### src/hw/rtl/tmym_pkg.sv
// Package for the turn maneuver yaw monitor: event and status codes, register
// indexes, angle and age constants, and the heading wrap and age helper functions.
// Has no dependencies; every file of the block imports it.
package tmym_pkg;

  localparam int AGE_W  = 16;
  localparam int TICK_W = 16;
  localparam int LIM_W  = (AGE_W > TICK_W) ? AGE_W : TICK_W;
  localparam int DEG_W  = 9;
  localparam int CALC_W = 12;

  localparam logic [AGE_W-1:0] AGE_MAX = {AGE_W{1'b1}};

  localparam logic signed [CALC_W-1:0] DEG_HALF = CALC_W'(180);
  localparam logic signed [CALC_W-1:0] DEG_FULL = CALC_W'(360);
  localparam logic signed [CALC_W-1:0] WRAP_HI2 = DEG_FULL + DEG_HALF;
  localparam logic signed [CALC_W-1:0] WRAP_LO1 = -DEG_HALF;
  localparam logic signed [CALC_W-1:0] WRAP_LO2 = -WRAP_HI2;

  typedef enum logic [2:0] {
    MODE_TICK   = 3'd0,
    MODE_START  = 3'd1,
    MODE_IDLE   = 3'd2,
    MODE_RESULT = 3'd3,
    MODE_FINISH = 3'd4
  } mode_t;

  typedef enum logic [1:0] {
    ST_IDLE = 2'd0,
    ST_BUSY = 2'd1,
    ST_DONE = 2'd2,
    ST_STOP = 2'd3
  } status_t;

  typedef enum logic [1:0] {
    DIR_STRAIGHT = 2'd0,
    DIR_RIGHT    = 2'd1,
    DIR_LEFT     = 2'd2,
    DIR_OTHER    = 2'd3
  } dir_t;

  typedef enum logic [2:0] {
    CFG_BASE_TURN   = 3'd0,
    CFG_TURN_MIN    = 3'd1,
    CFG_TURN_MAX    = 3'd2,
    CFG_RIGHT_SIGN  = 3'd3,
    CFG_TOLERANCE   = 3'd4,
    CFG_HOLD_TICKS  = 3'd5,
    CFG_PERIOD      = 3'd6,
    CFG_CHECK_EN    = 3'd7
  } cfg_idx_t;

  function automatic logic signed [DEG_W-1:0] wrap_deg(input logic signed [CALC_W-1:0] v);
    logic signed [CALC_W-1:0] r;
    if (v > WRAP_HI2) begin
      r = v - (DEG_FULL + DEG_FULL);
    end else if (v > DEG_HALF) begin
      r = v - DEG_FULL;
    end else if (v < WRAP_LO2) begin
      r = v + (DEG_FULL + DEG_FULL);
    end else if (v < WRAP_LO1) begin
      r = v + DEG_FULL;
    end else begin
      r = v;
    end
    return r[DEG_W-1:0];
  endfunction

  function automatic logic [AGE_W-1:0] age_inc(input logic [AGE_W-1:0] a);
    return (a != AGE_MAX) ? a + AGE_W'(1) : a;
  endfunction

  function automatic logic age_reached(input logic [AGE_W-1:0] a,
                                       input logic [TICK_W-1:0] limit);
    logic [LIM_W-1:0] lim_x;
    logic [LIM_W-1:0] max_x;
    lim_x = LIM_W'(limit);
    max_x = LIM_W'(AGE_MAX);
    if (lim_x > max_x) begin
      lim_x = max_x;
    end
    return LIM_W'(a) >= lim_x;
  endfunction

endpackage

### src/hw/rtl/turn_maneuver_yaw_monitor.sv
// Top level of the turn maneuver yaw monitor: input register, event decode,
// turn and heading arithmetic, state registers and result register.
// Depends on tmym_pkg.
//
// Usage: events enter on the in_ channel, one beat per event (tick, start, set
// idle, set result, finish). Every accepted beat yields exactly one result beat
// on the out_ channel carrying the status and yaw registers after that event.
// A beat is taken at a rising edge where valid is high and stall is low.
// The input beat is registered, then one pass of adds, clamps and compares
// updates the state and loads the result register, which shows the result.
// One beat per cycle is sustained while the receiver does not stall; the
// rate is set by the single registered pass, which finishes each event as it
// moves from the input register to the result register.
// When the receiver stalls, the result holds and the block keeps one more beat
// in its input register, then raises in_stall until the result is taken.
// Configuration registers are written on the cfg_ channel, which is always
// ready; writes belong between events, when no result is outstanding.
// A synchronous reset (rst_n low) empties both registers, clears the maneuver
// state to idle with zero angles, and loads the register defaults.
module turn_maneuver_yaw_monitor
  import tmym_pkg::*;
(
  input  logic                    clk,
  input  logic                    rst_n,

  input  logic                    in_valid,
  output logic                    in_stall,
  input  logic [2:0]              in_mode,
  input  logic [1:0]              in_direction,
  input  logic signed [DEG_W-1:0] in_line_angle,
  input  logic                    in_line_angle_ok,
  input  logic signed [DEG_W-1:0] in_yaw_sample,
  input  logic                    in_yaw_sample_ok,
  input  logic [1:0]              in_new_status,

  output logic                    out_valid,
  input  logic                    out_stall,
  output logic [1:0]              out_status,
  output logic                    out_send_strobe,
  output logic                    out_completion_ok,
  output logic signed [DEG_W-1:0] out_target_turn,
  output logic signed [DEG_W-1:0] out_target_yaw,
  output logic signed [DEG_W-1:0] out_yaw_error,
  output logic signed [DEG_W-1:0] out_end_yaw,
  output logic                    out_yaw_valid,

  input  logic                    cfg_valid,
  output logic                    cfg_ready,
  input  logic [2:0]              cfg_index,
  input  logic [15:0]             cfg_data
);

  // Configuration registers.
  logic [7:0]              base_turn_r;
  logic signed [DEG_W-1:0] turn_min_r;
  logic signed [DEG_W-1:0] turn_max_r;
  logic signed [1:0]       right_sign_r;
  logic [7:0]              tolerance_r;
  logic [TICK_W-1:0]       hold_ticks_r;
  logic [TICK_W-1:0]       period_ticks_r;
  logic                    check_en_r;

  assign cfg_ready = 1'b1;

  always_ff @(posedge clk) begin
    if (!rst_n) begin
      base_turn_r    <= 8'd90;
      turn_min_r     <= 9'sd45;
      turn_max_r     <= 9'sd135;
      right_sign_r   <= 2'sd1;
      tolerance_r    <= 8'd10;
      hold_ticks_r   <= TICK_W'(1000);
      period_ticks_r <= TICK_W'(100);
      check_en_r     <= 1'b1;
    end else if (cfg_valid && cfg_ready) begin
      case (cfg_idx_t'(cfg_index))
        CFG_BASE_TURN:  base_turn_r    <= cfg_data[7:0];
        CFG_TURN_MIN:   turn_min_r     <= cfg_data[DEG_W-1:0];
        CFG_TURN_MAX:   turn_max_r     <= cfg_data[DEG_W-1:0];
        CFG_RIGHT_SIGN: right_sign_r   <= cfg_data[1:0];
        CFG_TOLERANCE:  tolerance_r    <= cfg_data[7:0];
        CFG_HOLD_TICKS: hold_ticks_r   <= cfg_data[TICK_W-1:0];
        CFG_PERIOD:     period_ticks_r <= cfg_data[TICK_W-1:0];
        CFG_CHECK_EN:   check_en_r     <= cfg_data[0];
        default: ;
      endcase
    end
  end

  // Input register and flow control.
  logic                    s1_valid_r;
  logic [2:0]              s1_mode_r;
  logic [1:0]              s1_dir_r;
  logic signed [DEG_W-1:0] s1_line_r;
  logic                    s1_line_ok_r;
  logic signed [DEG_W-1:0] s1_yaw_r;
  logic                    s1_yaw_ok_r;
  logic [1:0]              s1_new_status_r;
  logic                    out_valid_r;
  logic                    advance;
  logic                    in_take;
  logic                    s1_go;

  assign advance  = !out_valid_r || !out_stall;
  assign in_stall = s1_valid_r && !advance;
  assign in_take  = in_valid && !in_stall;
  assign s1_go    = s1_valid_r && advance;

  always_ff @(posedge clk) begin
    if (!rst_n) begin
      s1_valid_r <= 1'b0;
    end else if (in_take) begin
      s1_valid_r <= 1'b1;
    end else if (advance) begin
      s1_valid_r <= 1'b0;
    end
  end

  always_ff @(posedge clk) begin
    if (in_take) begin
      s1_mode_r       <= in_mode;
      s1_dir_r        <= in_direction;
      s1_line_r       <= in_line_angle;
      s1_line_ok_r    <= in_line_angle_ok;
      s1_yaw_r        <= in_yaw_sample;
      s1_yaw_ok_r     <= in_yaw_sample_ok;
      s1_new_status_r <= in_new_status;
    end
  end

  // Maneuver state.
  status_t                 status_r, status_nxt;
  logic [AGE_W-1:0]        result_age_r, result_age_nxt;
  logic [AGE_W-1:0]        send_age_r, send_age_nxt;
  logic signed [DEG_W-1:0] target_turn_r, target_turn_nxt;
  logic signed [DEG_W-1:0] target_yaw_r, target_yaw_nxt;
  logic signed [DEG_W-1:0] end_yaw_r, end_yaw_nxt;
  logic signed [DEG_W-1:0] yaw_error_r, yaw_error_nxt;
  logic                    yaw_valid_r, yaw_valid_nxt;

  // Turn and heading arithmetic.
  dir_t                     dir;
  logic signed [CALC_W-1:0] base_x;
  logic signed [CALC_W-1:0] line_x;
  logic signed [CALC_W-1:0] yaw_x;
  logic signed [CALC_W-1:0] turn_raw;
  logic signed [CALC_W-1:0] min_x;
  logic signed [CALC_W-1:0] max_x;
  logic signed [DEG_W-1:0]  turn_clamped;
  logic signed [DEG_W-1:0]  turn_sel;
  logic signed [CALC_W-1:0] turn_x;
  logic signed [CALC_W-1:0] sign_x;
  logic signed [CALC_W-1:0] turn_delta;
  logic signed [DEG_W-1:0]  target_start;
  logic signed [DEG_W-1:0]  error_start;
  logic signed [DEG_W-1:0]  error_cap;
  logic                     cap_ok;
  logic [DEG_W-1:0]         error_abs;
  logic                     within_tol;
  logic [AGE_W-1:0]         send_age_inc;

  assign dir    = dir_t'(s1_dir_r);
  assign base_x = CALC_W'({1'b0, base_turn_r});
  assign line_x = s1_line_ok_r ? {{(CALC_W-DEG_W){s1_line_r[DEG_W-1]}}, s1_line_r}
                               : '0;
  assign yaw_x  = {{(CALC_W-DEG_W){s1_yaw_r[DEG_W-1]}}, s1_yaw_r};
  assign min_x  = {{(CALC_W-DEG_W){turn_min_r[DEG_W-1]}}, turn_min_r};
  assign max_x  = {{(CALC_W-DEG_W){turn_max_r[DEG_W-1]}}, turn_max_r};

  assign turn_raw = (dir == DIR_RIGHT) ? base_x + line_x : base_x - line_x;

  always_comb begin
    if (turn_raw < min_x) begin
      turn_clamped = turn_min_r;
    end else if (turn_raw > max_x) begin
      turn_clamped = turn_max_r;
    end else begin
      turn_clamped = turn_raw[DEG_W-1:0];
    end
  end

  assign turn_sel = (dir == DIR_STRAIGHT) ? '0 : turn_clamped;
  assign turn_x   = {{(CALC_W-DEG_W){turn_sel[DEG_W-1]}}, turn_sel};

  always_comb begin
    case (dir)
      DIR_RIGHT: sign_x = {{(CALC_W-2){right_sign_r[1]}}, right_sign_r};
      DIR_LEFT:  sign_x = -{{(CALC_W-2){right_sign_r[1]}}, right_sign_r};
      default:   sign_x = '0;
    endcase
  end

  assign turn_delta   = sign_x * turn_x;
  assign target_start = wrap_deg(yaw_x + turn_delta);
  assign error_start  = wrap_deg({{(CALC_W-DEG_W){target_start[DEG_W-1]}}, target_start}
                                 - yaw_x);
  assign error_cap    = wrap_deg({{(CALC_W-DEG_W){target_yaw_r[DEG_W-1]}}, target_yaw_r}
                                 - yaw_x);
  assign cap_ok       = yaw_valid_r && s1_yaw_ok_r;
  assign error_abs    = error_cap[DEG_W-1] ? -error_cap : error_cap;
  assign within_tol   = error_abs <= {1'b0, tolerance_r};
  assign send_age_inc = age_inc(send_age_r);

  logic strobe;
  logic done_ok;

  always_comb begin
    status_nxt      = status_r;
    result_age_nxt  = result_age_r;
    send_age_nxt    = send_age_r;
    target_turn_nxt = target_turn_r;
    target_yaw_nxt  = target_yaw_r;
    end_yaw_nxt     = end_yaw_r;
    yaw_error_nxt   = yaw_error_r;
    yaw_valid_nxt   = yaw_valid_r;
    strobe          = 1'b0;
    done_ok         = 1'b0;
    if (s1_go) begin
      case (mode_t'(s1_mode_r))
        MODE_TICK: begin
          result_age_nxt = age_inc(result_age_r);
          if (status_r == ST_BUSY) begin
            if (cap_ok) begin
              end_yaw_nxt   = s1_yaw_r;
              yaw_error_nxt = error_cap;
            end else begin
              yaw_valid_nxt = 1'b0;
            end
          end
          if ((status_r == ST_DONE || status_r == ST_STOP)
              && age_reached(result_age_nxt, hold_ticks_r)) begin
            status_nxt = ST_IDLE;
          end
          if (age_reached(send_age_inc, period_ticks_r)) begin
            strobe       = 1'b1;
            send_age_nxt = '0;
          end else begin
            send_age_nxt = send_age_inc;
          end
        end
        MODE_START: begin
          status_nxt      = ST_BUSY;
          target_turn_nxt = turn_sel;
          if (s1_yaw_ok_r) begin
            end_yaw_nxt    = s1_yaw_r;
            yaw_valid_nxt  = 1'b1;
            target_yaw_nxt = target_start;
            yaw_error_nxt  = error_start;
          end else begin
            end_yaw_nxt    = '0;
            yaw_valid_nxt  = 1'b0;
            target_yaw_nxt = '0;
            yaw_error_nxt  = '0;
          end
        end
        MODE_IDLE: begin
          status_nxt = ST_IDLE;
        end
        MODE_RESULT: begin
          status_nxt     = status_t'(s1_new_status_r);
          result_age_nxt = '0;
        end
        MODE_FINISH: begin
          if (cap_ok) begin
            end_yaw_nxt   = s1_yaw_r;
            yaw_error_nxt = error_cap;
          end else begin
            yaw_valid_nxt = 1'b0;
          end
          if (!check_en_r) begin
            done_ok = 1'b1;
          end else begin
            done_ok = cap_ok && within_tol;
          end
        end
        default: ;
      endcase
    end
  end

  always_ff @(posedge clk) begin
    if (!rst_n) begin
      status_r      <= ST_IDLE;
      result_age_r  <= '0;
      send_age_r    <= '0;
      target_turn_r <= '0;
      target_yaw_r  <= '0;
      end_yaw_r     <= '0;
      yaw_error_r   <= '0;
      yaw_valid_r   <= 1'b0;
    end else begin
      status_r      <= status_nxt;
      result_age_r  <= result_age_nxt;
      send_age_r    <= send_age_nxt;
      target_turn_r <= target_turn_nxt;
      target_yaw_r  <= target_yaw_nxt;
      end_yaw_r     <= end_yaw_nxt;
      yaw_error_r   <= yaw_error_nxt;
      yaw_valid_r   <= yaw_valid_nxt;
    end
  end

  // Result register.
  logic [1:0]              out_status_r;
  logic                    out_strobe_r;
  logic                    out_done_r;
  logic signed [DEG_W-1:0] out_target_turn_r;
  logic signed [DEG_W-1:0] out_target_yaw_r;
  logic signed [DEG_W-1:0] out_yaw_error_r;
  logic signed [DEG_W-1:0] out_end_yaw_r;
  logic                    out_yaw_valid_r;

  always_ff @(posedge clk) begin
    if (!rst_n) begin
      out_valid_r <= 1'b0;
    end else if (advance) begin
      out_valid_r <= s1_valid_r;
    end
  end

  always_ff @(posedge clk) begin
    if (s1_go) begin
      out_status_r      <= status_nxt;
      out_strobe_r      <= strobe;
      out_done_r        <= done_ok;
      out_target_turn_r <= target_turn_nxt;
      out_target_yaw_r  <= target_yaw_nxt;
      out_yaw_error_r   <= yaw_error_nxt;
      out_end_yaw_r     <= end_yaw_nxt;
      out_yaw_valid_r   <= yaw_valid_nxt;
    end
  end

  assign out_valid         = out_valid_r;
  assign out_status        = out_status_r;
  assign out_send_strobe   = out_strobe_r;
  assign out_completion_ok = out_done_r;
  assign out_target_turn   = out_target_turn_r;
  assign out_target_yaw    = out_target_yaw_r;
  assign out_yaw_error     = out_yaw_error_r;
  assign out_end_yaw       = out_end_yaw_r;
  assign out_yaw_valid     = out_yaw_valid_r;

endmodule

### config.mk
export PLATFORM = sky130hd
export DESIGN_NAME = turn_maneuver_yaw_monitor
export DESIGN_NICKNAME = d
export VERILOG_FILES = /design/src/hw/rtl/tmym_pkg.sv /design/src/hw/rtl/turn_maneuver_yaw_monitor.sv
export SDC_FILE = /design/constraint.sdc
export NUM_CORES = 1
export LEC_CHECK = 0
export ABC_AREA = 1
export BUFFER_PORTS_ARGS = -buffer_cell sky130_fd_sc_hd__buf_2
export CAP_MARGIN = 30
export CORE_ASPECT_RATIO = 1.2
export CORE_MARGIN = 2
export CORE_UTILIZATION = 67
export CTS_BUF_LIST = sky130_fd_sc_hd__clkbuf_16
export DETAILED_ROUTE_END_ITERATION = 7
export PLACE_DENSITY = 0.87
export SYNTH_ARGS = -nofsm -noshare
export SYNTH_HDL_FRONTEND = slang
export SYNTH_SLANG_ARGS = --single-unit
### constraint.sdc
create_clock -name clk -period 21.4 [get_ports clk]
set_input_delay 2.14 -clock clk [delete_from_list [all_inputs] [get_ports clk]]
set_output_delay 2.14 -clock clk [all_outputs]
set_load 0.005 [all_outputs]
==> Yosys cells after proc, flatten, opt, wreduce, memory -nomap -nowiden <==
Index checks and enable logic that the tools add are counted.
{ "op_classes": {"add_sub_neg": 21, "multipliers": 1, "n_div": 0, "n_lt_le_gt_ge": 19, "eq_ne": 18, "shift": 0, "muxes": 56, "n_bitwise": 0, "reduce_logical": 27} }
{ "op_table": {"columns": ["op", "count"], "rows": [
  ["$mux 9", 29],
  ["$mux 16", 9],
  ["$add 9x9->9 const B", 6],
  ["$pmux 9 s3", 2],
  ["$sub 9x9->9 const B", 6],
  ["$add 16x1->16 const B", 2],
  ["$ge 16x16->1", 2],
  ["$gt 16x16->1 const B", 2],
  ["$ne 16x16->1 const B", 2],
  ["$pmux 16 s2", 1],
  ["$add 9x12->12", 2],
  ["$mux 12", 2],
  ["$pmux 12 s2", 1],
  ["$gt 10x11->1 const B", 2],
  ["$lt 10x11->1 const B", 2],
  ["$gt 10x9->1 const B", 2],
  ["$lt 10x9->1 const B", 2],
  ["$reduce_and 2->1", 10],
  ["$sub 9x9->10", 2],
  ["$eq 3x3->1 const B", 5],
  ["$eq 3x2->1 const B", 4],
  ["$gt 12x11->1 const B", 1],
  ["$gt 12x9->1", 1],
  ["$gt 12x9->1 const B", 1],
  ["21 further kinds", 44]
]} }
{ "word_totals": {"register_bits": 210, "latch_bits": 0, "ramBits": 0, "romBits": 0, "input_bits": 51, "output_inout_bits": 44, "wordCells": 175, "n_memories": 0} }

==> Longest topological paths before layout <==
Gate-level depths: netlist (run 1).
{ "logic_depth": {"word_depth": 23, "mapped_depth": 79, "mapped_depth_nobuf": 76} }

==> Least setup slack after synthesis (run 1) <==
Ideal clock, no wire load.
{ "synth_timing": {"kind": "register -> register", "startpoint": "register s1_line_ok_r", "endpoint": "register out_yaw_error_r[7], in the netlist out_yaw_error[7] (data pin)", "setup_ps": 256, "arrival_ps": 11044, "t_required_ps": 21144, "setup_slack_ps": 10100, "stages_incl_launch_ff": 71, "n_path_buf": 3, "synth_period_minus_slack_ps": 11300, "cell_sequence": "edfxtp_1 buf_6 nand2_1 ha_1 nand2_2 o21ai_0 xor2_1 ha_1 a21o_1 nand3_1 nand3_1 a21o_1 nand2_1 xor2_1 ha_1 nand2_1 inv_2 nand2_4 [35 not listed] nand2_1 a21oi_1 xor2_1 inv_1 ha_1 nand2_1 o21ai_0 nand2_1 nand2_1 a21boi_1 buf_2 nand2_1 o21ai_1 nand2_1 nand3_1 nand2_1 o21ai_1 inv_1"} }
{ "synth_between": {"elab_chain_len": 23, "word_cells_on_any_way": 39, "classes_between": "add/sub: 12; mul: 1; order compare: 10; mux: 16"} }
{ "synth_rtl": {"columns": ["element", "line_no", "source"], "rows": [
  ["from (decl)", "turn_maneuver_yaw_monitor.sv:95", "logic s1_line_ok_r;"],
  ["from (signal assigned)", "turn_maneuver_yaw_monitor.sv:124", "s1_line_ok_r <= in_line_angle_ok;"],
  ["$mux 12 (*)", "turn_maneuver_yaw_monitor.sv:164", "assign line_x = s1_line_ok_r ? {{(CALC_W-DEG_W){s1_line_r[DEG_W-1]}}, s1_line_r}"],
  ["$sub 9x12->12 / $add 9x12->12 (equally long branches)", "turn_maneuver_yaw_monitor.sv:170", "assign turn_raw = (dir == DIR_RIGHT) ? base_x + line_x : base_x - line_x;"],
  ["$mux 12 (*)", "turn_maneuver_yaw_monitor.sv:170", null],
  ["$gt 12x9->1", "turn_maneuver_yaw_monitor.sv:175", "end else if (turn_raw > max_x) begin"],
  ["$mux 9", "turn_maneuver_yaw_monitor.sv:175", null],
  ["$mux 9 (*)", "turn_maneuver_yaw_monitor.sv:173", "if (turn_raw < min_x) begin"],
  ["$mux 9 (*)", "turn_maneuver_yaw_monitor.sv:182", "assign turn_sel = (dir == DIR_STRAIGHT) ? '0 : turn_clamped;"],
  ["$mul 12x9->12 (*)", "turn_maneuver_yaw_monitor.sv:193", "assign turn_delta = sign_x * turn_x;"],
  ["[8 not listed]", null, null],
  ["$mux 9", "tmym_pkg.sv:61", "end else if (v < WRAP_LO1) begin"],
  ["$mux 9", "tmym_pkg.sv:59", "end else if (v < WRAP_LO2) begin"],
  ["$mux 9", "tmym_pkg.sv:57", "end else if (v > DEG_HALF) begin"],
  ["$mux 9 (*)", "tmym_pkg.sv:55", "if (v > WRAP_HI2) begin"],
  ["$mux 9 (*)", "turn_maneuver_yaw_monitor.sv:244", "if (s1_yaw_ok_r) begin"],
  ["$pmux 9 s3 (*)", "turn_maneuver_yaw_monitor.sv:219", "case (mode_t'(s1_mode_r))"],
  ["$mux 9 (*)", "turn_maneuver_yaw_monitor.sv:218", "if (s1_go) begin"],
  ["via yaw_error_nxt[7]", "turn_maneuver_yaw_monitor.sv:138", "logic signed [DEG_W-1:0] yaw_error_r, yaw_error_nxt;"],
  ["to (signal assigned)", "turn_maneuver_yaw_monitor.sv:328", "out_yaw_error_r <= yaw_error_nxt;"],
  ["to (decl)", "turn_maneuver_yaw_monitor.sv:309", "logic signed [DEG_W-1:0] out_yaw_error_r;"]
]} }
The timed path passes the listed nets; every way through them passes the cells marked *.
A chain may end at the register's enable or synchronous reset.

==> Final worst setup path (run 1) <==
{ "layout_timing": {"startpoint": "register s1_dir_r[1], in the netlist dir[1]", "endpoint": "register out_yaw_error_r[7], in the netlist out_yaw_error[7] (data pin)"} }
{ "layout_between": {"elab_chain_len": 22, "word_cells_on_any_way": 40, "classes_between": "add/sub: 10; mul: 1; order compare: 10; eq/ne: 2; mux: 16; reduce/logical: 1"} }
{ "layout_rtl": {"columns": ["element", "line_no", "source"], "rows": [
  ["from (decl)", "turn_maneuver_yaw_monitor.sv:93", "logic [1:0] s1_dir_r;"],
  ["from (signal assigned)", "turn_maneuver_yaw_monitor.sv:122", "s1_dir_r <= in_direction;"],
  ["$eq 2x1->1", "turn_maneuver_yaw_monitor.sv:170, turn_maneuver_yaw_monitor.sv:186", null],
  ["$mux 12", "turn_maneuver_yaw_monitor.sv:170", null],
  ["$gt 12x9->1", "turn_maneuver_yaw_monitor.sv:175", null],
  ["$mux 9", "turn_maneuver_yaw_monitor.sv:175", null],
  ["$mux 9", "turn_maneuver_yaw_monitor.sv:173", null],
  ["$mux 9", "turn_maneuver_yaw_monitor.sv:182", null],
  ["$mul 12x9->12 (*)", "turn_maneuver_yaw_monitor.sv:193", null],
  ["$add 9x12->12 (*)", "turn_maneuver_yaw_monitor.sv:194", "assign target_start = wrap_deg(yaw_x + turn_delta);"],
  ["[7 not listed]", null, null],
  ["$mux 9", "tmym_pkg.sv:61", null],
  ["$mux 9", "tmym_pkg.sv:59", null],
  ["$mux 9", "tmym_pkg.sv:57", null],
  ["$mux 9 (*)", "tmym_pkg.sv:55", null],
  ["$mux 9 (*)", "turn_maneuver_yaw_monitor.sv:244", null],
  ["$pmux 9 s3 (*)", "turn_maneuver_yaw_monitor.sv:219", null],
  ["$mux 9 (*)", "turn_maneuver_yaw_monitor.sv:218", null],
  ["via yaw_error_nxt[7]", "turn_maneuver_yaw_monitor.sv:138", null]
]} }
Marked as above.

==> impl_metrics.csv, run 1 <==
group,metric,value,unit
status,result_of_the_run,"completed",
layout,design.final.nets,2342,
global_route,grt-ovfl-total,0,
clocking,clkLatencyLatePin,0.54,ns
synthesis,synth_largest_area_cell,"sky130_fd_sc_hd__dfxtp_1",
sta,finalSetupViolations,0,
sta,rsz0062_at_grt,"false",
setup_path,setup_slack_of_the_most_critical_reg_to_reg_path,8.33,ns
die,die_w,142,um
clocking,cts_h_tree_depth,1,
global_route,grt_pass1_wl,61400,um
placed_design,place_congestion,0.948,
synthesis,synth-edff-count,68,
synthesis,synth_cell_type_count,60,
setup_path,crit_family,"adder cells",
setup_path,critPathArrivalTime,13.37,ns
hold_path,worst_hold_path_type,"flop to flop",
setup_path,criticalPathCategory,"flop to flop",
synthesis,dominant_cell_by_count_in_the_synthesized_netlist,"sky130_fd_sc_hd__nand2_1",
clocking,root_buffer,"sky130_fd_sc_hd__clkbuf_16",
sta,report.final.slew_viol_count,0,
clocking,cts.sink_count,210,
setup_path,critical_path_fanout_max,15,
global_route,global_route.usage.met3,3.43,%
die,initial_core_utilization,68.5,%
die,die_area,0.0242,mm^2
setup_path,cp_slowest_cell,"sky130_fd_sc_hd__a21boi_1",
clocking,cts_tree,"yes",
synthesis,asyncSetResetFlopFracSynth,0,%
sta,clock_skew,0.0240,ns
drt,drtPass1Iterations,7,
sta,achievable-frequency,76.5,MHz
die,number_of_standard_cell_rows_in_the_floorplan,60,
drt,initialDrtViolationCount,864,
sta,timing_worst_slew_pin_value,0.948,ns
sta,final.setup.worst_slack,8.33,ns
layout,antenna-diode-count,0,
global_route,gr-max-usage-layer,"met2",
die,fp.dieH,170,um
clocking,cts.repair.resized,0,
sta,final_min_period_over_clock_period,61.1,%
drt,antenna_left,0,
global_route,global_routing_met1_resource_utilization,36.6,%
synthesis,yosys-top-cells-area,"sky130_fd_sc_hd__dfxtp_1 (18%), sky130_fd_sc_hd__edfxtp_1 (13%), sky130_fd_sc_hd__ha_1 (13%)",
synthesis,ys_dominant_reg_cell,"sky130_fd_sc_hd__dfxtp_1",
drt,routed_wire_length_per_instance,15.8,um
sta,max-slew-margin-rel,36.6,%
drt,detailroute.via_count,13500,
clocking,cts_setup_buffers,0,
placed_design,place_ws,8.51,ns
layout,drive_gt1_share,10.8,%
clocking,path_clk_slew,0.07,ns
placed_design,detailedPlacementHpwl,28300,um
flow_run,timing.max_cap.violations,0,
synthesis,synth-seq-cells,210,
die,core-area,0.0224,mm^2
synthesis,synth_top_area_share,18.5,%
global_route,first_global_vias,13400,
synthesis,syn_nets,2258,
sta,totalNegativeSetupSlack,0,ns
setup_path,cpMostUsedCell,"sky130_fd_sc_hd__nand2_1",
setup_path,start_kind,"flop",
synthesis,synth_area,0.0154,mm^2
setup_path,crit_required,21.70,ns
global_route,global_route_track_usage_on_met2,56.8,%
synthesis,ys_top_cells_by_count,"sky130_fd_sc_hd__nand2_1 (407), sky130_fd_sc_hd__inv_1 (315), sky130_fd_sc_hd__a21oi_1 (171), sky130_fd_sc_hd__ha_1 (158), sky130_fd_sc_hd__nor2_1 (156)",
drt,drc,0,
synthesis,yosys_warnings,0,
sta,post-route-min-period,13.07,ns
drt,routed_via_density,5.65,
synthesis,synth.yosys.seq_area_share,31.8,%
setup_path,crit_buf_inv,12,
global_route,grt_usage,31.3,%
setup_path,critical_path.endpoint_type,"flop",
clocking,cts_made_buffers,24,
drt,finalWirelength,37600,um
sta,finalHoldViolCount,0,
global_route,grt_start_max_net_pins,82,
synthesis,post_synthesis_cells,2003,
clocking,cts_buffer_depth,3,
placed_design,port_buffers,93,
clocking,hold_fix_buffer_count_after_cts,0,
synthesis,synthesis.area_per_instance,7.67,um^2
global_route,initial_antenna_violation_count,0,
setup_path,timing.critical_path.slowest_cell_delay,0.62,ns
die,pin_count,95,
layout,area_growth_syn_to_layout,9.92,%
[layer usage]
metal	up-vias	share of wire [%]
met3	125	6.1
met5	-	0
met4	0	4.9
met2	485	50
met1	6201	39
li1	6663	-
[worst register-to-register path, delay by kind of cell (launching register included)]
family	cells	cell delay (ns)
compound gates	12	2.30
xor+xnor	4	1.33
fa+ha+maj	11	4.55
buf+inv	12	1.13
flops	1	0.40
simple gates	26	3.13
[sequential cells by signal (all words and copies together) (netlist names), 3 cells and up]
register / count
period_ticks_r: 16
turn_min_r: 9
s1_mode_r: 3
base_turn_r: 8
out_target_turn: 9
end_yaw_r: 9
hold_ticks_r: 16
result_age_r: 16
target_turn_r: 9
turn_max_r: 9
tolerance_r: 8
send_age_r: 16
target_yaw_r: 9
out_end_yaw: 9
yaw_error_r: 9
out_yaw_error: 9
s1_yaw_r: 9
s1_line_r: 9
out_target_yaw: 9
[cell usage in the layout, fill, tap and decap left out, drive strengths merged, types with 3 or more instances in the layout]
cell type,netlist,final
a21oi,172,172
buf,8,100
a22oi,6,6
o21bai,4,4
clkinv,3,13
nand4,25,25
xnor2,28,28
a21o,6,6
o21ai,99,99
nor3,29,29
dfxtp,142,142
o211ai,33,33
a31oi,7,7
nor2,161,161
and2,10,10
inv,333,337
edfxtp,68,68
nand3b,5,5
nand3,114,114
ha,158,158
bufinv,0,3
or2,5,5
xor2,48,48
fa,46,46
nand2,442,442
clkbuf,34,25
[stage by stage]
step	instances	cell area (um^2)	hold WS, ns	utilization, %
2_1_floorplan	2003	15400	0.435	-
3_3_place_gp	2337	16000	0.451	71.4
3_5_place_dp	2339	16100	0.456	71.5
4_1_cts	2383	16900	0.466	75.2
5_1_grt	2384	16900	0.484	75.3
6_report	2384	16900	0.462	75.3
[final cells by class]
class,count,area (um^2)
clock buffer,25,626
clock inverter,19,199
fill,1668,5550
inverter,336,1260
multi-input combinational,1415,9030
sequential,210,4880
tap,279,349
timing repair buffer,100,543
[cell families after synthesis]
logic type               synth area share [%]
AND/OR/NAND/NOR                          23.2
buffers and inverters                    9.45
AO/OA/AOI/OAI                            12.3
flip-flops                               31.8
adder cells (fa/ha/maj)                  18.9
XOR/XNOR                                 4.43
other                                  0.0244
[worst paths after layout]
| path | from | to | cells after the start |
|---|---|---|---|
| worst min register to register | period_ticks_r[15]$_SDFFE_PN0P_ | period_ticks_r[15]$_SDFFE_PN0P_ | 2 |
| worst max register to register | dir[1]$_DFFE_PP_ | out_yaw_error[7]$_DFFE_PP_ | 65 |
| worst min-delay path | period_ticks_r[15]$_SDFFE_PN0P_ | period_ticks_r[15]$_SDFFE_PN0P_ | 2 |
| worst max-delay path | dir[1]$_DFFE_PP_ | out_yaw_error[7]$_DFFE_PP_ | 65 |
Power of run 1 is left out: the tool's default activity adds up to more than one toggle a clock period on the data nets, which glitch-free logic cannot reach.
==> run 2, diff against run 1 <==
Settings changed: CORE_UTILIZATION 67 to 62, PLACE_DENSITY 0.87 to 0.81.
Clock period 21.4 ns to 13.6 ns, I/O delays scaled along.
==> run 2 against run 1 <==
Count of clock-buffer cells in the layout grew 1. Sequential share of layout area is essentially flat. Highest routed layer unchanged. Utilization shrank 6.4 points. Worst setup slack lost 7.2 ns. Critical path type unchanged. Critical path depth grew 1. Die area grew 7.8%. Via count shrank 0.64%.
==> impl_metrics.csv, run 2 (synthesis results as in run 1) <==
group,metric,value,unit
setup_path,criticalPathCategory,"flop to flop",
placed_design,detailedPlacementHpwl,28500,um
drt,routed_wire_length_per_instance,15.6,um
die,die_w,148,um
status,result_of_the_run,"completed",
clocking,cts_h_tree_depth,1,
sta,achievable-frequency,80.1,MHz
drt,drtPass1Iterations,5,
drt,antenna_left,0,
global_route,first_global_vias,13000,
sta,timing_worst_slew_pin_value,1.01,ns
layout,finalCoreUtilization,68.9,%
clocking,cts_tree,"yes",
layout,layout_commonest_cell,"sky130_fd_sc_hd__nand2_1",
drt,initialDrtViolationCount,731,
placed_design,port_buffers,93,
sta,final_min_period_over_clock_period,91.8,%
clocking,cts.sink_count,210,
layout,drive_gt1_share,10.8,%
layout,antenna-diode-count,0,
setup_path,r2r_start,"s1_line_ok_r$_DFFE_PP_",
setup_path,crit_buf_inv,9,
drt,top_layer,"met4",
setup_path,cpMostUsedCell,"sky130_fd_sc_hd__nand2_1",
global_route,grt_start_max_net_pins,82,
clocking,cts_buffer_depth,3,
setup_path,crit_start,"s1_line_ok_r$_DFFE_PP_",
setup_path,critical_path.endpoint_type,"flop",
global_route,initial_antenna_violation_count,0,
sta,finalSetupViolations,0,
setup_path,critPathArrivalTime,12.77,ns
drt,drc,0,
layout,commonest_cells_after_routing_fill_and_taps_aside,"sky130_fd_sc_hd__nand2_1 (407), sky130_fd_sc_hd__inv_1 (317), sky130_fd_sc_hd__a21oi_1 (171)",
layout,final_cell_count_no_fill,2429,
placed_design,place.detailed.instances,2387,
die,core-area,0.0245,mm^2
clocking,path_clk_slew,0.06,ns
setup_path,crit_required,13.89,ns
global_route,grt_pass1_wl,61600,um
setup_path,start_kind,"flop",
setup_path,crit_family,"adder cells",
clocking,hold_fix_buffer_count_after_cts,0,
sta,clock_skew,0.0148,ns
drt,detailroute.wirelength.met2,18900,um
drt,finalWirelength,37900,um
sta,finalHoldViolCount,0,
hold_path,worst_hold_path_type,"flop to flop",
clocking,cts_made_buffers,23,
die,initial_core_utilization,62.7,%
setup_path,timing.critical_path.slowest_cell_delay,0.58,ns
layout,area_growth_syn_to_layout,9.87,%
placed_design,place_congestion,0.958,
clocking,root_buffer,"sky130_fd_sc_hd__clkbuf_16",
sta,rsz0062_at_grt,"false",
die,fp.dieH,176,um
drt,met1Wirelength,15600,um
global_route,grt_usage,29.0,%
setup_path,critical_path_fanout_max,15,
hold_path,min-delay-start,"tolerance_r[7]$_SDFFE_PN0P_",
die,number_of_standard_cell_rows_in_the_floorplan,63,
sta,totalNegativeSetupSlack,0,ns
layout,design.final.nets,2342,
die,pin_count,95,
sta,post-route-min-period,12.49,ns
drt,routed_via_density,5.51,
drt,met3_length,2060,um
drt,detailroute.via_count,13400,
global_route,grt-ovfl-total,0,
flow_run,timing.max_cap.violations,0,
sta,report.final.slew_viol_count,0,
die,die_area,0.0261,mm^2
clocking,clkLatencyLatePin,0.53,ns
sta,max-slew-margin-rel,32.5,%
setup_path,cp_slowest_cell,"sky130_fd_sc_hd__fa_1",
run 2: area by class of cell:
class | count | area (um^2)
flip-flops and latches | 210 | 4880
clock buffers | 26 | 651
well taps | 325 | 407
inverters | 336 | 1260
fillers | 2015 | 7620
repair buffers | 101 | 542
multi-input cells | 1415 | 9050
clock inverters | 16 | 98.8
run 2: final timing paths:
kind,to,slack [ns],cells after the start
worst min register to register,tolerance_r[7]$_SDFFE_PN0P_,0.47,2
worst max register to register,out_yaw_error[7]$_DFFE_PP_,1.11,66
worst min-delay path,tolerance_r[7]$_SDFFE_PN0P_,0.47,2
worst max-delay path,out_yaw_error[7]$_DFFE_PP_,1.11,66
run 2: worst reg2reg max path, delay by kind of cell, from the launching register on:
family / cells / cell delay [ns]
AOI/OAI and AO/OA: 14 / 2.39
buffers and inverters: 9 / 0.80
DFF: 1 / 0.54
and+or+nand+nor: 27 / 3.16
adders and majority gates: 11 / 4.32
xor gates and xnor gates: 5 / 1.04
run 2: repair_timing:
action,4_1_cts,5_1_grt
gates resized for setup,0,2
endpoints found under the setup margin,0,12
setup buffers,0,0
hold endpoints to repair,0,0
run 2: metal layers:
metal,vias to the layer above,GRT usage [%]
met1,6205,35.5
met5,-,0
met2,418,52.5
met3,98,3.10
met4,0,11.2
li1,6667,-
run 2: stage by stage:
| step | hold WS (ns) | cell area, um^2 | setup slack [ns] |
|---|---|---|---|
| 6_report | 0.466 | 16900 | 1.11 |
| 5_1_grt | 0.487 | 16900 | 0.0659 |
| 4_1_cts | 0.467 | 16900 | 0.927 |
| 3_5_place_dp | 0.456 | 16100 | 0.982 |
| 3_3_place_gp | 0.450 | 16100 | 1.45 |
| 2_1_floorplan | 0.435 | 15400 | 2.30 |
Power of run 2 is left out for the same reason.
==> run 3, diff against run 2 <==
Clock period 13.6 ns to 11.6 ns, I/O delays scaled along.
==> run 3 against run 2 <==
Global-route usage about the same. Sequential share of layout area down 1.5 points. Register-to-register slack worse by 0.78 ns. First-iteration DRC count up 8.8%. Clock skew up 0.0066 ns. Via count up 4.0%. Cell count up 2.8%. Non-clock buffer count up 67. Count of clock-buffer cells in the layout down 3. Worst setup slack worse by 0.78 ns. Wire length up 4.4%. Largest cell class unchanged.
==> impl_metrics.csv, run 3 (synthesis results as in run 1) <==
group,metric,value,unit
clocking,cts_made_buffers,23,
flow_run,timing.max_cap.violations,0,
hold_path,min-delay-start,"tolerance_r[5]$_SDFFE_PN0P_",
drt,routed_wire_length_per_instance,15.8,um
sta,report.final.slew_viol_count,0,
sta,achievable-frequency,88.8,MHz
setup_path,setup_slack_of_the_most_critical_reg_to_reg_path,0.33,ns
placed_design,placedInstanceArea,0.0162,mm^2
clocking,root_buffer,"sky130_fd_sc_hd__clkbuf_16",
sta,finalSetupViolations,0,
sta,max-slew-margin-rel,33.8,%
drt,finalWirelength,39600,um
sta,totalNegativeSetupSlack,0,ns
global_route,global_route_track_usage_on_met2,52.2,%
sta,timing_worst_slew_pin_value,0.984,ns
setup_path,crit_required,11.88,ns
global_route,global_routing_met1_resource_utilization,33.9,%
global_route,initial_antenna_violation_count,0,
global_route,global_route.usage.met3,4.11,%
clocking,hold_fix_buffer_count_after_cts,0,
placed_design,detailedPlacementHpwl,29000,um
clocking,cts_tree,"yes",
sta,worst_hold_slack,0.458,ns
layout,area_growth_syn_to_layout,15.7,%
die,die_area,0.0261,mm^2
setup_path,cp_slowest_cell,"sky130_fd_sc_hd__fa_1",
die,fp.dieH,176,um
sta,post-route-min-period,11.27,ns
layout,design.final.nets,2412,
clocking,path_clk_slew,0.07,ns
drt,antenna_left,0,
die,initial_core_utilization,62.7,%
setup_path,worst-r2r-cell-count,61,
global_route,gr-max-usage-layer,"met2",
setup_path,critPathArrivalTime,11.55,ns
placed_design,place_congestion,0.949,
clocking,clkLatencyLatePin,0.53,ns
setup_path,critical_path_fanout_max,7,
die,number_of_standard_cell_rows_in_the_floorplan,63,
setup_path,reg2reg_to,"out_yaw_error[5]$_DFFE_PP_",
layout,commonest_cells_after_routing_fill_and_taps_aside,"sky130_fd_sc_hd__nand2_1 (391), sky130_fd_sc_hd__inv_1 (308), sky130_fd_sc_hd__a21oi_1 (163)",
clocking,cts_buffer_depth,3,
clocking,cts_h_tree_depth,1,
layout,design_area,0.0178,mm^2
layout,drive_gt1_share,16.7,%
global_route,grt-ovfl-total,0,
die,core-area,0.0245,mm^2
die,pin_count,95,
layout,layout_commonest_cell,"sky130_fd_sc_hd__nand2_1",
setup_path,critical_path.endpoint_type,"flop",
setup_path,cpMostUsedCell,"sky130_fd_sc_hd__nand2_1",
hold_path,worst_hold_path_type,"flop to flop",
status,result_of_the_run,"completed",
sta,final_min_period_over_clock_period,97.1,%
setup_path,start_kind,"flop",
setup_path,r2r_start,"dir[0]$_DFFE_PP_",
hold_path,hold-path-cell-count,2,
global_route,first_global_vias,13000,
sta,finalHoldViolCount,0,
sta,clock_skew,0.0214,ns
die,die_w,148,um
global_route,grt_usage,29.0,%
hold_path,worstHoldEndpoint,"tolerance_r[5]$_SDFFE_PN0P_",
clocking,cts.sink_count,210,
placed_design,port_buffers,93,
drt,routed_via_density,5.57,
drt,drc,0,
setup_path,timing.critical_path.slowest_cell_delay,0.55,ns
drt,detailroute.via_count,13900,
setup_path,criticalPathCategory,"flop to flop",
layout,antenna-diode-count,0,
global_route,grt_start_max_net_pins,82,
drt,drtPass1Iterations,5,
drt,initialDrtViolationCount,795,
global_route,grt_pass1_wl,61500,um
[run 3: changes by cell type in the layout (fill, tap and decap cells not counted), sizes merged, moves of 2 or more]
| cell | before | now |
|---|---|---|
| nand2 | 442 | 444 |
| bufinv | 0 | 3 |
| clkbuf | 26 | 23 |
| buf | 101 | 168 |
| inv | 341 | 339 |
| clkinvlp | 1 | 3 |
[run 3: metal layers]
metal / share of wire [%] / wire, um / vias to the layer above
met3: 5.9 / 2350 / 127
met5: 0 / 0 / -
met1: 39 / 15600 / 6474
met4: 5.0 / 1960 / 0
met2: 50 / 19700 / 495
li1: - / - / 6821
[run 3: area by class of cell]
type | count | area [um^2]
clock buffer | 23 | 576
clock inverter | 18 | 180
fill | 1909 | 6720
inverter | 336 | 1260
multi-input combinational | 1418 | 9400
sequential | 210 | 4880
tap | 325 | 407
timing repair buffer | 168 | 1080
[run 3: worst max-delay path by stage]
stage | startpoint | end | slack (ns) | cells past startpoint
6_report | dir[0]$_DFFE_PP_ | out_yaw_error[5]$_DFFE_PP_ | 0.33 | 61
5_1_grt | dir[0]$_DFFE_PP_ | out_yaw_error[7]$_DFFE_PP_ | -0.30 | 64
4_1_cts | s1_line_ok_r$_DFFE_PP_ | out_yaw_error[5]$_DFFE_PP_ | 0.02 | 64
3_3_place_gp | s1_line_ok_r$_DFFE_PP_ | out_yaw_error[7]$_DFFE_PP_ | 0.16 | 62
3_5_place_dp | s1_line_ok_r$_DFFE_PP_ | out_yaw_error[6]$_DFFE_PP_ | -0.23 | 64
2_1_floorplan | s1_line_ok_r$_DFFE_PP_ | out_yaw_error[7]$_DFFE_PP_ | 0.30 | 70
[run 3: through the flow]
step / std cells / util, % / worst slack [ns]
floorplan: 2003 / - / 0.300
global placement: 2391 / 65.9 / 0.164
detailed placement: 2393 / 66.0 / -0.229
CTS: 2435 / 69.2 / 0.0237
global route: 2498 / 72.6 / -0.298
finish: 2498 / 72.6 / 0.335
[run 3: worst max-delay path, delay by kind of cell, from the launching register on]
kind,cells,cell delay [ns]
compound gates,10,1.80
buf+inv,10,0.94
xor+xnor,4,0.63
fa+ha+maj,11,4.06
simple gates,26,3.22
flops,1,0.39
[run 3: timing repair]
| action | 4_1_cts | 5_1_grt |
|---|---|---|
| gates resized for setup | 5 | 90 |
| pin swaps | 1 | 61 |
| gates cloned | 0 | 3 |
| buffers inserted | 1 | 59 |
| setup endpoints to repair | 12 | 12 |
Power of run 3 is left out for the same reason.
